$ cat config.mk
export PLATFORM = sky130hd
export DESIGN_NAME = positional_list_engine_unit
export DESIGN_NICKNAME = d
export VERILOG_FILES = /design/src/hdl/ple_pkg.sv /design/src/hdl/ple_ram.sv /design/src/hdl/ple_occ_map.sv /design/src/hdl/ple_ctrl.sv /design/src/hdl/positional_list_engine_unit.sv
export SDC_FILE = /design/constraint.sdc
export NUM_CORES = 2
export LEC_CHECK = 0
export BUFFER_PORTS_ARGS = -buffer_cell sky130_fd_sc_hd__clkbuf_2
export CAP_MARGIN = 20
export CORE_MARGIN = 8
export CORE_UTILIZATION = 40
export DETAILED_ROUTE_END_ITERATION = 7
export PLACE_DENSITY = 0.55
export SLEW_MARGIN = 20
export SYNTH_ARGS = -nofsm -noshare
export SYNTH_HDL_FRONTEND = slang
export SYNTH_SLANG_ARGS = --single-unit
$ cat constraint.sdc
create_clock -name clk -period 11.21 [get_ports clk]
set_input_delay 2.242 -clock clk [delete_from_list [all_inputs] [get_ports clk]]
set_output_delay 2.242 -clock clk [all_outputs]
set_load 0.02 [all_outputs]
$ cat src/hdl/ple_pkg.sv
// ----------------------------------------------------------------------------
// ple_pkg
// Shared types and codes of the positional list engine: request and result
// payloads, operation codes and status codes.
// ----------------------------------------------------------------------------
`default_nettype none

package ple_pkg;

  // Default number of list slots.
  localparam int CAPACITY_DEF = 32;

  // Operation codes carried in the func field of a request.
  localparam logic [2:0] FN_INS_HEAD = 3'd0;
  localparam logic [2:0] FN_INS_TAIL = 3'd1;
  localparam logic [2:0] FN_INS_AT   = 3'd2;
  localparam logic [2:0] FN_DEL_HEAD = 3'd3;
  localparam logic [2:0] FN_DEL_TAIL = 3'd4;
  localparam logic [2:0] FN_DEL_AT   = 3'd5;
  localparam logic [2:0] FN_READ     = 3'd6;

  // Status codes carried in the status field of a result.
  typedef enum logic [1:0] {
    ST_OK     = 2'd0,
    ST_EMPTY  = 2'd1,
    ST_BADPOS = 2'd2,
    ST_FULL   = 2'd3
  } status_t;

  typedef struct packed {
    logic [2:0]         func;
    logic signed [31:0] value;
    logic [7:0]         position;
  } ple_req_t;

  typedef struct packed {
    logic [1:0]         status;
    logic signed [31:0] value_res;
    logic               last;
  } ple_rsp_t;

endpackage

`default_nettype wire

$ cat src/hdl/ple_ram.sv
// ----------------------------------------------------------------------------
// ple_ram
// Generic single-write, single-read synchronous RAM with a registered read.
// The read data holds its value in cycles without a read.
// ----------------------------------------------------------------------------
`default_nettype none

module ple_ram #(
  parameter int WIDTH = 32,
  parameter int DEPTH = 32
) (
  input  wire logic                     clk,
  input  wire logic                     we,
  input  wire logic [$clog2(DEPTH)-1:0] waddr,
  input  wire logic [WIDTH-1:0]         wdata,
  input  wire logic                     re,
  input  wire logic [$clog2(DEPTH)-1:0] raddr,
  output logic      [WIDTH-1:0]         rdata
);

  logic [WIDTH-1:0] mem [DEPTH];

  always_ff @(posedge clk) begin
    if (we) begin
      mem[waddr] <= wdata;
    end
    if (re) begin
      rdata <= mem[raddr];
    end
  end

endmodule

`default_nettype wire

$ cat src/hdl/ple_occ_map.sv
// ----------------------------------------------------------------------------
// ple_occ_map
// Occupancy map of the slot store: one flag per slot, and the lowest free
// slot, which is where the next inserted value goes.
// ----------------------------------------------------------------------------
`default_nettype none

module ple_occ_map #(
  parameter int CAPACITY = 32
) (
  input  wire logic                        clk,
  input  wire logic                        rst_n,
  input  wire logic                        set_en,
  input  wire logic [$clog2(CAPACITY)-1:0] set_idx,
  input  wire logic                        clr_en,
  input  wire logic [$clog2(CAPACITY)-1:0] clr_idx,
  output logic      [$clog2(CAPACITY)-1:0] free_idx,
  output logic      [CAPACITY-1:0]         occ
);

  localparam int SW = $clog2(CAPACITY);

  logic [CAPACITY-1:0] occ_r;
  logic [CAPACITY-1:0] occ_nxt;

  always_comb begin
    occ_nxt = occ_r;
    if (clr_en) begin
      occ_nxt[clr_idx] = 1'b0;
    end
    if (set_en) begin
      occ_nxt[set_idx] = 1'b1;
    end
  end

  // Lowest free slot; when the store is full the answer is not used.
  always_comb begin
    free_idx = '0;
    for (int i = CAPACITY - 1; i >= 0; i--) begin
      if (!occ_r[i]) begin
        free_idx = SW'(i);
      end
    end
  end

  always_ff @(posedge clk) begin
    if (!rst_n) begin
      occ_r <= '0;
    end else begin
      occ_r <= occ_nxt;
    end
  end

  assign occ = occ_r;

endmodule

`default_nettype wire

$ cat src/hdl/ple_ctrl.sv
// ----------------------------------------------------------------------------
// ple_ctrl
// Sequencer of the list engine: decodes a request, walks the links in the
// link RAM one per cycle, commits the pointer updates and drives the result
// register.
// ----------------------------------------------------------------------------
`default_nettype none

module ple_ctrl
  import ple_pkg::*;
#(
  parameter int CAPACITY = 32
) (
  input  wire logic                        clk,
  input  wire logic                        rst_n,
  // Request channel.
  input  wire logic                        in_valid,
  input  wire ple_req_t                    in_data,
  output logic                             in_stall,
  // Result channel.
  output logic                             out_valid,
  output ple_rsp_t                         out_data,
  input  wire logic                        out_stall,
  // Occupancy map.
  input  wire logic [$clog2(CAPACITY)-1:0] free_idx,
  output logic                             occ_set,
  output logic [$clog2(CAPACITY)-1:0]      occ_set_idx,
  output logic                             occ_clr,
  output logic [$clog2(CAPACITY)-1:0]      occ_clr_idx,
  // Shared read port of both RAMs.
  output logic                             rd_en,
  output logic [$clog2(CAPACITY)-1:0]      rd_addr,
  input  wire logic [31:0]                 val_rdata,
  input  wire logic [$clog2(CAPACITY)-1:0] lnk_rdata,
  // Write ports.
  output logic                             val_we,
  output logic [$clog2(CAPACITY)-1:0]      val_waddr,
  output logic [31:0]                      val_wdata,
  output logic                             lnk_we,
  output logic [$clog2(CAPACITY)-1:0]      lnk_waddr,
  output logic [$clog2(CAPACITY)-1:0]      lnk_wdata
);

  localparam int SW = $clog2(CAPACITY);
  localparam int CW = $clog2(CAPACITY + 1);

  typedef enum logic [9:0] {
    S_IDLE      = 10'b00_0000_0001,
    S_DECODE    = 10'b00_0000_0010,
    S_WALK      = 10'b00_0000_0100,
    S_INS_W1    = 10'b00_0000_1000,
    S_INS_W2    = 10'b00_0001_0000,
    S_DROP_HEAD = 10'b00_0010_0000,
    S_DA_CUR    = 10'b00_0100_0000,
    S_DA_COMMIT = 10'b00_1000_0000,
    S_READ      = 10'b01_0000_0000,
    S_RESP      = 10'b10_0000_0000
  } state_t;

  // What to do once the walk has reached its node.
  typedef enum logic [1:0] {
    WOP_INS_AT,
    WOP_DROP_HEAD,
    WOP_DROP_TAIL,
    WOP_DROP_AT
  } walk_op_t;

  state_t             state_r, state_nxt;
  logic [2:0]         func_r, func_nxt;
  logic [31:0]        value_r, value_nxt;
  logic [7:0]         pos_r, pos_nxt;
  logic [SW-1:0]      head_r, head_nxt;
  logic [SW-1:0]      tail_r, tail_nxt;
  logic [CW-1:0]      count_r, count_nxt;
  logic [SW-1:0]      cur_r, cur_nxt;
  logic [SW-1:0]      prev_r, prev_nxt;
  logic [CW-1:0]      rem_r, rem_nxt;
  logic               pend_r, pend_nxt;
  walk_op_t           wop_r, wop_nxt;
  status_t            status_r, status_nxt;
  logic               out_valid_r, out_valid_nxt;
  ple_rsp_t           out_r, out_nxt;

  logic               full;
  logic               out_free;
  logic [SW-1:0]      node;
  logic [7:0]         count8;
  logic [7:0]         pos_m1;
  logic [7:0]         ins_k;
  logic [CW-1:0]      ins_steps;
  logic [CW-1:0]      drop_at_steps;
  logic [CW-1:0]      tail_steps;

  assign full     = (count_r == CW'(CAPACITY));
  assign out_free = !out_valid_r || !out_stall;
  // While a link read is in flight, the walk pointer is the RAM output.
  assign node     = pend_r ? lnk_rdata : cur_r;

  assign count8        = 8'(count_r);
  assign pos_m1        = pos_r - 8'd1;
  assign ins_k         = (pos_m1 > count8) ? count8 : pos_m1;
  assign ins_steps     = CW'(ins_k - 8'd1);
  assign drop_at_steps = CW'(pos_r - 8'd2);
  assign tail_steps    = count_r - CW'(2);

  assign in_stall = (state_r != S_IDLE);

  always_comb begin
    state_nxt     = state_r;
    func_nxt      = func_r;
    value_nxt     = value_r;
    pos_nxt       = pos_r;
    head_nxt      = head_r;
    tail_nxt      = tail_r;
    count_nxt     = count_r;
    cur_nxt       = cur_r;
    prev_nxt      = prev_r;
    rem_nxt       = rem_r;
    pend_nxt      = pend_r;
    wop_nxt       = wop_r;
    status_nxt    = status_r;
    out_nxt       = out_r;
    out_valid_nxt = out_stall ? out_valid_r : 1'b0;

    occ_set     = 1'b0;
    occ_set_idx = free_idx;
    occ_clr     = 1'b0;
    occ_clr_idx = prev_r;
    rd_en       = 1'b0;
    rd_addr     = node;
    val_we      = 1'b0;
    val_waddr   = free_idx;
    val_wdata   = value_r;
    lnk_we      = 1'b0;
    lnk_waddr   = free_idx;
    lnk_wdata   = head_r;

    unique case (state_r)
      S_IDLE: begin
        if (in_valid) begin
          func_nxt  = in_data.func;
          value_nxt = in_data.value;
          pos_nxt   = in_data.position;
          state_nxt = S_DECODE;
        end
      end

      S_DECODE: begin
        status_nxt = ST_OK;
        state_nxt  = S_RESP;
        cur_nxt    = head_r;
        pend_nxt   = 1'b0;
        unique case (func_r)
          FN_INS_HEAD, FN_INS_AT: begin
            if (full) begin
              status_nxt = ST_FULL;
            end else if (func_r == FN_INS_HEAD || pos_r == 8'd1) begin
              // New slot becomes the head and links to the old head.
              val_we   = 1'b1;
              lnk_we   = 1'b1;
              occ_set  = 1'b1;
              head_nxt = free_idx;
              if (count_r == '0) begin
                tail_nxt = free_idx;
              end
              count_nxt = count_r + CW'(1);
            end else if (pos_r == 8'd0 || count_r == '0) begin
              status_nxt = ST_BADPOS;
            end else begin
              wop_nxt   = WOP_INS_AT;
              rem_nxt   = ins_steps;
              state_nxt = S_WALK;
            end
          end
          FN_INS_TAIL: begin
            if (full) begin
              status_nxt = ST_FULL;
            end else begin
              val_we  = 1'b1;
              occ_set = 1'b1;
              if (count_r == '0) begin
                head_nxt = free_idx;
              end else begin
                lnk_we    = 1'b1;
                lnk_waddr = tail_r;
                lnk_wdata = free_idx;
              end
              tail_nxt  = free_idx;
              count_nxt = count_r + CW'(1);
            end
          end
          FN_DEL_HEAD: begin
            if (count_r == '0) begin
              status_nxt = ST_EMPTY;
            end else begin
              wop_nxt   = WOP_DROP_HEAD;
              rem_nxt   = '0;
              state_nxt = S_WALK;
            end
          end
          FN_DEL_TAIL: begin
            if (count_r == '0) begin
              status_nxt = ST_EMPTY;
            end else if (count_r == CW'(1)) begin
              wop_nxt   = WOP_DROP_HEAD;
              rem_nxt   = '0;
              state_nxt = S_WALK;
            end else begin
              wop_nxt   = WOP_DROP_TAIL;
              rem_nxt   = tail_steps;
              state_nxt = S_WALK;
            end
          end
          FN_DEL_AT: begin
            if (count_r == '0) begin
              status_nxt = ST_EMPTY;
            end else if (pos_r <= 8'd1) begin
              wop_nxt   = WOP_DROP_HEAD;
              rem_nxt   = '0;
              state_nxt = S_WALK;
            end else if (pos_r > count8) begin
              status_nxt = ST_BADPOS;
            end else begin
              wop_nxt   = WOP_DROP_AT;
              rem_nxt   = drop_at_steps;
              state_nxt = S_WALK;
            end
          end
          FN_READ: begin
            if (count_r == '0) begin
              status_nxt = ST_EMPTY;
            end else begin
              rd_en     = 1'b1;
              rd_addr   = head_r;
              rem_nxt   = count_r;
              state_nxt = S_READ;
            end
          end
          default: begin
            // Unused code: acknowledged with status ok, nothing changes.
            status_nxt = ST_OK;
          end
        endcase
      end

      S_WALK: begin
        if (rem_r != '0) begin
          rd_en    = 1'b1;
          cur_nxt  = node;
          pend_nxt = 1'b1;
          rem_nxt  = rem_r - CW'(1);
        end else begin
          prev_nxt = node;
          unique case (wop_r)
            WOP_INS_AT: begin
              rd_en     = 1'b1;
              state_nxt = S_INS_W1;
            end
            WOP_DROP_HEAD: begin
              rd_en     = 1'b1;
              state_nxt = S_DROP_HEAD;
            end
            WOP_DROP_AT: begin
              rd_en     = 1'b1;
              state_nxt = S_DA_CUR;
            end
            WOP_DROP_TAIL: begin
              occ_clr     = 1'b1;
              occ_clr_idx = tail_r;
              tail_nxt    = node;
              count_nxt   = count_r - CW'(1);
              state_nxt   = S_RESP;
            end
            default: begin
              state_nxt = S_RESP;
            end
          endcase
        end
      end

      S_INS_W1: begin
        // New slot takes the value and inherits the successor of prev.
        val_we    = 1'b1;
        lnk_we    = 1'b1;
        lnk_wdata = lnk_rdata;
        state_nxt = S_INS_W2;
      end

      S_INS_W2: begin
        lnk_we    = 1'b1;
        lnk_waddr = prev_r;
        lnk_wdata = free_idx;
        occ_set   = 1'b1;
        if (prev_r == tail_r) begin
          tail_nxt = free_idx;
        end
        count_nxt = count_r + CW'(1);
        state_nxt = S_RESP;
      end

      S_DROP_HEAD: begin
        occ_clr   = 1'b1;
        head_nxt  = lnk_rdata;
        count_nxt = count_r - CW'(1);
        if (count_r == CW'(1)) begin
          head_nxt = '0;
          tail_nxt = '0;
        end
        state_nxt = S_RESP;
      end

      S_DA_CUR: begin
        cur_nxt   = lnk_rdata;
        rd_en     = 1'b1;
        rd_addr   = lnk_rdata;
        state_nxt = S_DA_COMMIT;
      end

      S_DA_COMMIT: begin
        lnk_we      = 1'b1;
        lnk_waddr   = prev_r;
        lnk_wdata   = lnk_rdata;
        occ_clr     = 1'b1;
        occ_clr_idx = cur_r;
        if (cur_r == tail_r) begin
          tail_nxt = prev_r;
        end
        count_nxt = count_r - CW'(1);
        state_nxt = S_RESP;
      end

      S_READ: begin
        // The RAM output holds while the result register is blocked.
        if (out_free) begin
          out_valid_nxt     = 1'b1;
          out_nxt.status    = ST_OK;
          out_nxt.value_res = val_rdata;
          out_nxt.last      = (rem_r == CW'(1));
          rem_nxt           = rem_r - CW'(1);
          if (rem_r == CW'(1)) begin
            state_nxt = S_IDLE;
          end else begin
            rd_en   = 1'b1;
            rd_addr = lnk_rdata;
          end
        end
      end

      S_RESP: begin
        if (out_free) begin
          out_valid_nxt     = 1'b1;
          out_nxt.status    = status_r;
          out_nxt.value_res = '0;
          out_nxt.last      = 1'b1;
          state_nxt         = S_IDLE;
        end
      end

      default: begin
        state_nxt = S_IDLE;
      end
    endcase
  end

  always_ff @(posedge clk) begin
    if (!rst_n) begin
      state_r     <= S_IDLE;
      head_r      <= '0;
      tail_r      <= '0;
      count_r     <= '0;
      rem_r       <= '0;
      pend_r      <= 1'b0;
      wop_r       <= WOP_INS_AT;
      status_r    <= ST_OK;
      out_valid_r <= 1'b0;
    end else begin
      state_r     <= state_nxt;
      head_r      <= head_nxt;
      tail_r      <= tail_nxt;
      count_r     <= count_nxt;
      rem_r       <= rem_nxt;
      pend_r      <= pend_nxt;
      wop_r       <= wop_nxt;
      status_r    <= status_nxt;
      out_valid_r <= out_valid_nxt;
    end
  end

  always_ff @(posedge clk) begin
    func_r  <= func_nxt;
    value_r <= value_nxt;
    pos_r   <= pos_nxt;
    cur_r   <= cur_nxt;
    prev_r  <= prev_nxt;
    out_r   <= out_nxt;
  end

  assign out_valid = out_valid_r;
  assign out_data  = out_r;

endmodule

`default_nettype wire

$ cat src/hdl/positional_list_engine_unit.sv
// ----------------------------------------------------------------------------
// positional_list_engine_unit
// Ordered list of signed 32-bit values kept as a singly linked list in a
// value RAM and a link RAM, with an occupancy map that hands out the lowest
// free slot. Supports head, tail and positional insert and delete, and a
// read-out of the whole list.
// ----------------------------------------------------------------------------
//
//  Channel   Direction  Payload     Handshake
//  --------  ---------  ----------  ------------------------------------------
//  in_*      input      ple_req_t   taken when in_valid is high, in_stall low
//  out_*     output     ple_rsp_t   taken when out_valid is high, out_stall low
//
// Head insert, tail insert and the error answers go from the decode state
// straight to the result state. Positional inserts and deletes and tail
// deletes walk the link RAM one link per cycle before they commit, while a
// head delete reads only the head's link. A read gives one result per cycle
// while the result register is not stalled.
// The link RAM read port sets this pace: each step of a walk is one read.
// Reset clears the occupancy map, the head, tail and count registers and the
// sequencer; the RAMs are not cleared, as the occupancy map guards them.
// A stalled result register holds the sequencer in its read-out or result
// state; requests are taken one at a time, and the next one may be taken
// while a result still waits on the output.
// ----------------------------------------------------------------------------
`default_nettype none

module positional_list_engine_unit
  import ple_pkg::*;
#(
  parameter int CAPACITY = CAPACITY_DEF
) (
  input  wire logic     clk,
  input  wire logic     rst_n,
  input  wire logic     in_valid,
  input  wire ple_req_t in_data,
  output logic          in_stall,
  output logic          out_valid,
  output ple_rsp_t      out_data,
  input  wire logic     out_stall
);

  localparam int SW = $clog2(CAPACITY);

  // Occupancy map interface.
  logic [SW-1:0]       free_idx;
  logic                occ_set;
  logic [SW-1:0]       occ_set_idx;
  logic                occ_clr;
  logic [SW-1:0]       occ_clr_idx;
  logic [CAPACITY-1:0] occ;

  // Both RAMs share one read address, so a read-out step fetches the value
  // and the link of the same element in the same cycle.
  logic                rd_en;
  logic [SW-1:0]       rd_addr;
  logic [31:0]         val_rdata;
  logic [SW-1:0]       lnk_rdata;
  logic                val_we;
  logic [SW-1:0]       val_waddr;
  logic [31:0]         val_wdata;
  logic                lnk_we;
  logic [SW-1:0]       lnk_waddr;
  logic [SW-1:0]       lnk_wdata;

  ple_ctrl #(
    .CAPACITY(CAPACITY)
  ) u_ctrl (
    .clk        (clk),
    .rst_n      (rst_n),
    .in_valid   (in_valid),
    .in_data    (in_data),
    .in_stall   (in_stall),
    .out_valid  (out_valid),
    .out_data   (out_data),
    .out_stall  (out_stall),
    .free_idx   (free_idx),
    .occ_set    (occ_set),
    .occ_set_idx(occ_set_idx),
    .occ_clr    (occ_clr),
    .occ_clr_idx(occ_clr_idx),
    .rd_en      (rd_en),
    .rd_addr    (rd_addr),
    .val_rdata  (val_rdata),
    .lnk_rdata  (lnk_rdata),
    .val_we     (val_we),
    .val_waddr  (val_waddr),
    .val_wdata  (val_wdata),
    .lnk_we     (lnk_we),
    .lnk_waddr  (lnk_waddr),
    .lnk_wdata  (lnk_wdata)
  );

  ple_occ_map #(
    .CAPACITY(CAPACITY)
  ) u_occ_map (
    .clk     (clk),
    .rst_n   (rst_n),
    .set_en  (occ_set),
    .set_idx (occ_set_idx),
    .clr_en  (occ_clr),
    .clr_idx (occ_clr_idx),
    .free_idx(free_idx),
    .occ     (occ)
  );

  // Value store: one signed 32-bit value per slot.
  ple_ram #(
    .WIDTH(32),
    .DEPTH(CAPACITY)
  ) u_val_ram (
    .clk  (clk),
    .we   (val_we),
    .waddr(val_waddr),
    .wdata(val_wdata),
    .re   (rd_en),
    .raddr(rd_addr),
    .rdata(val_rdata)
  );

  // Link store: slot index of the next element for each slot.
  ple_ram #(
    .WIDTH(SW),
    .DEPTH(CAPACITY)
  ) u_lnk_ram (
    .clk  (clk),
    .we   (lnk_we),
    .waddr(lnk_waddr),
    .wdata(lnk_wdata),
    .re   (rd_en),
    .raddr(rd_addr),
    .rdata(lnk_rdata)
  );

  // An accepted request keeps the input closed for at least its decode cycle.
  a_stall_after_accept : assert property (
    @(posedge clk) disable iff (!rst_n)
      (in_valid && !in_stall) |=> in_stall
  ) else $error("request accepted while the previous one is still decoding");

  // A new value only ever lands in a slot the occupancy map shows as free.
  a_write_free_slot : assert property (
    @(posedge clk) disable iff (!rst_n)
      val_we |-> !occ[val_waddr]
  ) else $error("value written into an occupied slot");

  // The sequencer never reads a link in the cycle it rewrites that link.
  a_no_link_overlap : assert property (
    @(posedge clk) disable iff (!rst_n)
      (lnk_we && rd_en) |-> (lnk_waddr != rd_addr)
  ) else $error("link read and write to the same slot in one cycle");

  // A slot is never taken and released in the same cycle.
  a_set_clr_exclusive : assert property (
    @(posedge clk) disable iff (!rst_n)
      !(occ_set && occ_clr)
  ) else $error("occupancy set and clear in the same cycle");

endmodule

`default_nettype wire

==> impl_metrics.yaml <==
global_routing:
  grt_usage: 0.2087
  antenna_found_initial: 8
  grt_max_degree: 187
  overflow: 0
  grt_pass1_wl_mm: 244.0
  grt_pass1_vias: 34980
place:
  place_area_sq_mm: 0.05954
  placed_cells: 5961
  place.gp.congestion: 0.8279
  port-buffer-count: 83
  dp_hpwl_mm: 86.36
synth:
  yosysSeqAreaShare: 0.7140
  synthMostInstantiatedCell: "edfxtp_1"
  synth_area_leaders: "edfxtp_1 69%, nand2_1 4.6%, a211oi_1 3.0%"
  syn_avg_cell_area_sq_um: 13.59
  ys_ff_latch: 1379
  synthDistinctLibCells: 88
  synth-xor-area-share: 0.005377
  synth_compound_area_frac: 0.1221
  synth_flop_cell: "edfxtp_1"
  synth-simple-area-share: 0.1119
  netlist_area_sq_mm: 0.05701
  ys_async_sr_fraction: 0
  synth-edff-count: 1309
  post-synth-top-area-fraction: 0.6895
  synth_commonest_cells: "1,309 x edfxtp_1, 701 x nand2_1, 232 x a31oi_1"
  synth.largest_area_cell: "edfxtp_1"
  syn_nets: 4266
  synth_warnings: 0
  synth_top_family_by_area: "compound AO/OA/AOI/OAI gates"
  synthMuxAreaShare: 0.01459
  yosys.area_share.adder: 0.005487
  synth_cells: 4194
sta:
  min_period_ns: 6.313
  hold_viol_final: 0
  slew_headroom: 0.2726
  worst_slew_pin_slew_ns: 1.087
  period_share: 0.5632
  slew_viol_final: 0
  rsz0062_at_grt: "false"
  skew_ns: 0.02994
  finalSetupViolCount: 0
  setup_tns_ns: 0
  fmax_ghz: 0.1584
power:
  pwr-share-clk: 0.433
  power_density_mw_per_mm2: 170.9
  leakage_nw: 21.07
  power_mw: 10.98
  p_sw_frac: 0.2191
  peakVddDrop_mv: 0.1290
  seqPwrFrac: 0.528
  pwr-share-comb: 0.039
  intPower_mw: 8.576
  p_switching_mw: 2.406
route:
  drtIter0Drc: 3980
  vias: 36520
  vias_per_cell: 5.859
  wirelength_mm: 168.4
  drc: 0
  wl_per_cell_um: 27.03
  firstDrtPassIters: 5
  drtAntennaViolNets: 0
critical_path:
  critPathArrivalTime_ns: 6.92
  r2r_cells: 12
  cpPeakStageDelay_ns: 0.90
  path_class: "in -> reg"
  cp-end-kind: "flop"
  worstPathCellList: "clkbuf_2 > and2_1 > a31o_2 > o21ai_2 > nand2_4 > buf_12 > and2_4 > buf_4 > nor2_4 > buf_4 > a221oi_1 > a31oi_1 > a211oi_2"
  worstPathMaxFanout: 140
  critPathSlowestCell: "and2_4"
  crit_top_cell: "buf_4"
  worst_setup_path_start_kind: "input pin"
  cp.required_ns: 11.81
clock_network:
  postCtsSetupBuffers: 0
  postCtsHoldBufs: 0
  cts_sinks: 1379
  cts_tree: "yes"
  root_buffer: "clkbuf_16"
  ctsResizeCount: 0
  clkLatencyLatePin_ns: 0.77
  cts_buffers: 148
  path_clk_slew_ns: 0.06
  clockBufferDepth: 3
  cts_max_level: 4
floorplanning:
  rows: 138
  coreArea_sq_mm: 0.1416
  boundaryPins: 84
  fp.dieW_um: 393.5
  die_y_um: 393.5
  start_util: 0.4027
  dieArea_sq_mm: 0.1549
final_layout:
  postLayoutCellArea_sq_mm: 0.06425
  nFillCells: 12650
  seq_area_sq_mm: 0.04071
  areaGrowthSynthToFinish_pct: 12.70
  stdcell_count: 6233
  nets: 4296
  drive_gt1_frac: 0.1168
  multi_input_area_sq_mm: 0.01522
outcome:
  outcome: "complete, no violations"
min_path:
  hold_class: "reg -> reg"
  min_path_cells: 2
run:
  cap_violations: 0
## logic make-up after synthesis
group | after synthesis
DFF | 1379
and+or+nand+nor | 1360
AOI/OAI and AO/OA | 980
buffers and inverters | 332
muxes | 83
xor gates and xnor gates | 35
adders and majority gates | 25
## stage by stage
stage | utilization | worst slack (ns) | hold slack, ns
after floorplan | - | 6.621 | 0.4319
after global placement | 0.4204 | 4.186 | 0.4459
after detailed placement | 0.4205 | 4.125 | 0.4548
after CTS | 0.4534 | 4.944 | 0.4615
after global routing | 0.4538 | 4.689 | 0.4768
final | 0.4538 | 4.897 | 0.4575
## power by group through the flow
stage / sequential, mW / combinational [mW] / clock [mW]
CTS: 5.80 / 0.420 / 4.84
floorplan: 5.86 / 0.281 / 0
global route: 5.80 / 0.459 / 5.04
global placement: 5.90 / 0.415 / 0
detailed placement: 5.91 / 0.419 / 0
finish: 5.80 / 0.426 / 4.76
## placed cells by master, fill, tap and decap left out, drive strengths merged, types with 86 or more instances in the layout
cell and instances:
edfxtp 1309, nand2 703, clkbuf 275, a211oi 266, a31oi 232, and3 197, nand3 151, nor2 126
a21oi 90, buf 87, o21ai 86
## registers in the layout (all words and copies together), names as in the netlist, 5 cells and up
| signal | count |
|---|---|
| u_occ_map.occ | 32 |
| u_val_ram.rdata | 32 |
| u_ctrl.state_r | 10 |
| u_lnk_ram.mem | 160 |
| u_ctrl.pos_r | 8 |
| u_ctrl.cur_r | 5 |
| u_ctrl.count_r | 6 |
| u_ctrl.out_data | 35 |
| u_val_ram.mem | 1024 |
| u_ctrl.val_wdata | 32 |
| u_ctrl.prev_r | 5 |
| u_ctrl.head_r | 5 |
| u_ctrl.tail_r | 5 |
| u_lnk_ram.rdata | 5 |
| u_ctrl.rem_r | 6 |
## path summary, 6_finish.rpt
kind	from	to	slack [ns]
hold reg to reg	u_ctrl.status_r[0]	u_ctrl.status_r[0]	0.46
setup reg to reg	u_ctrl.state_r[0]	u_val_ram.rdata[21]	5.89
hold / removal	u_ctrl.status_r[0]	u_ctrl.status_r[0]	0.46
setup / recovery	out_stall	u_val_ram.rdata[21]	4.90
## layer usage
metal | routed length (um) | part of all wire | track usage
met1 | 74080 | 0.44 | 0.2971
met2 | 77920 | 0.46 | 0.3309
met3 | 12800 | 0.076 | 0.03919
met4 | 3653 | 0.022 | 0.05253
met5 | 0 | 0 | 0
## worst max-delay path, delay by kind of cell
kind,cells,cell delay [ns]
simple gates,4,1.77
buf+inv,4,1.71
compound gates,5,1.04
## final cells by class
class	count	area share
Timing Repair Buffer	171	0.01784
Clock buffer	191	0.06130
Multi-Input combinational cell	2483	0.2368
Sequential cell	1379	0.6336
Inverter	41	0.002395
Antenna cell	1	0.00003895
Clock inverter	77	0.01124
Tap cell	1890	0.03680
Power figures use the tool's default switching activity.
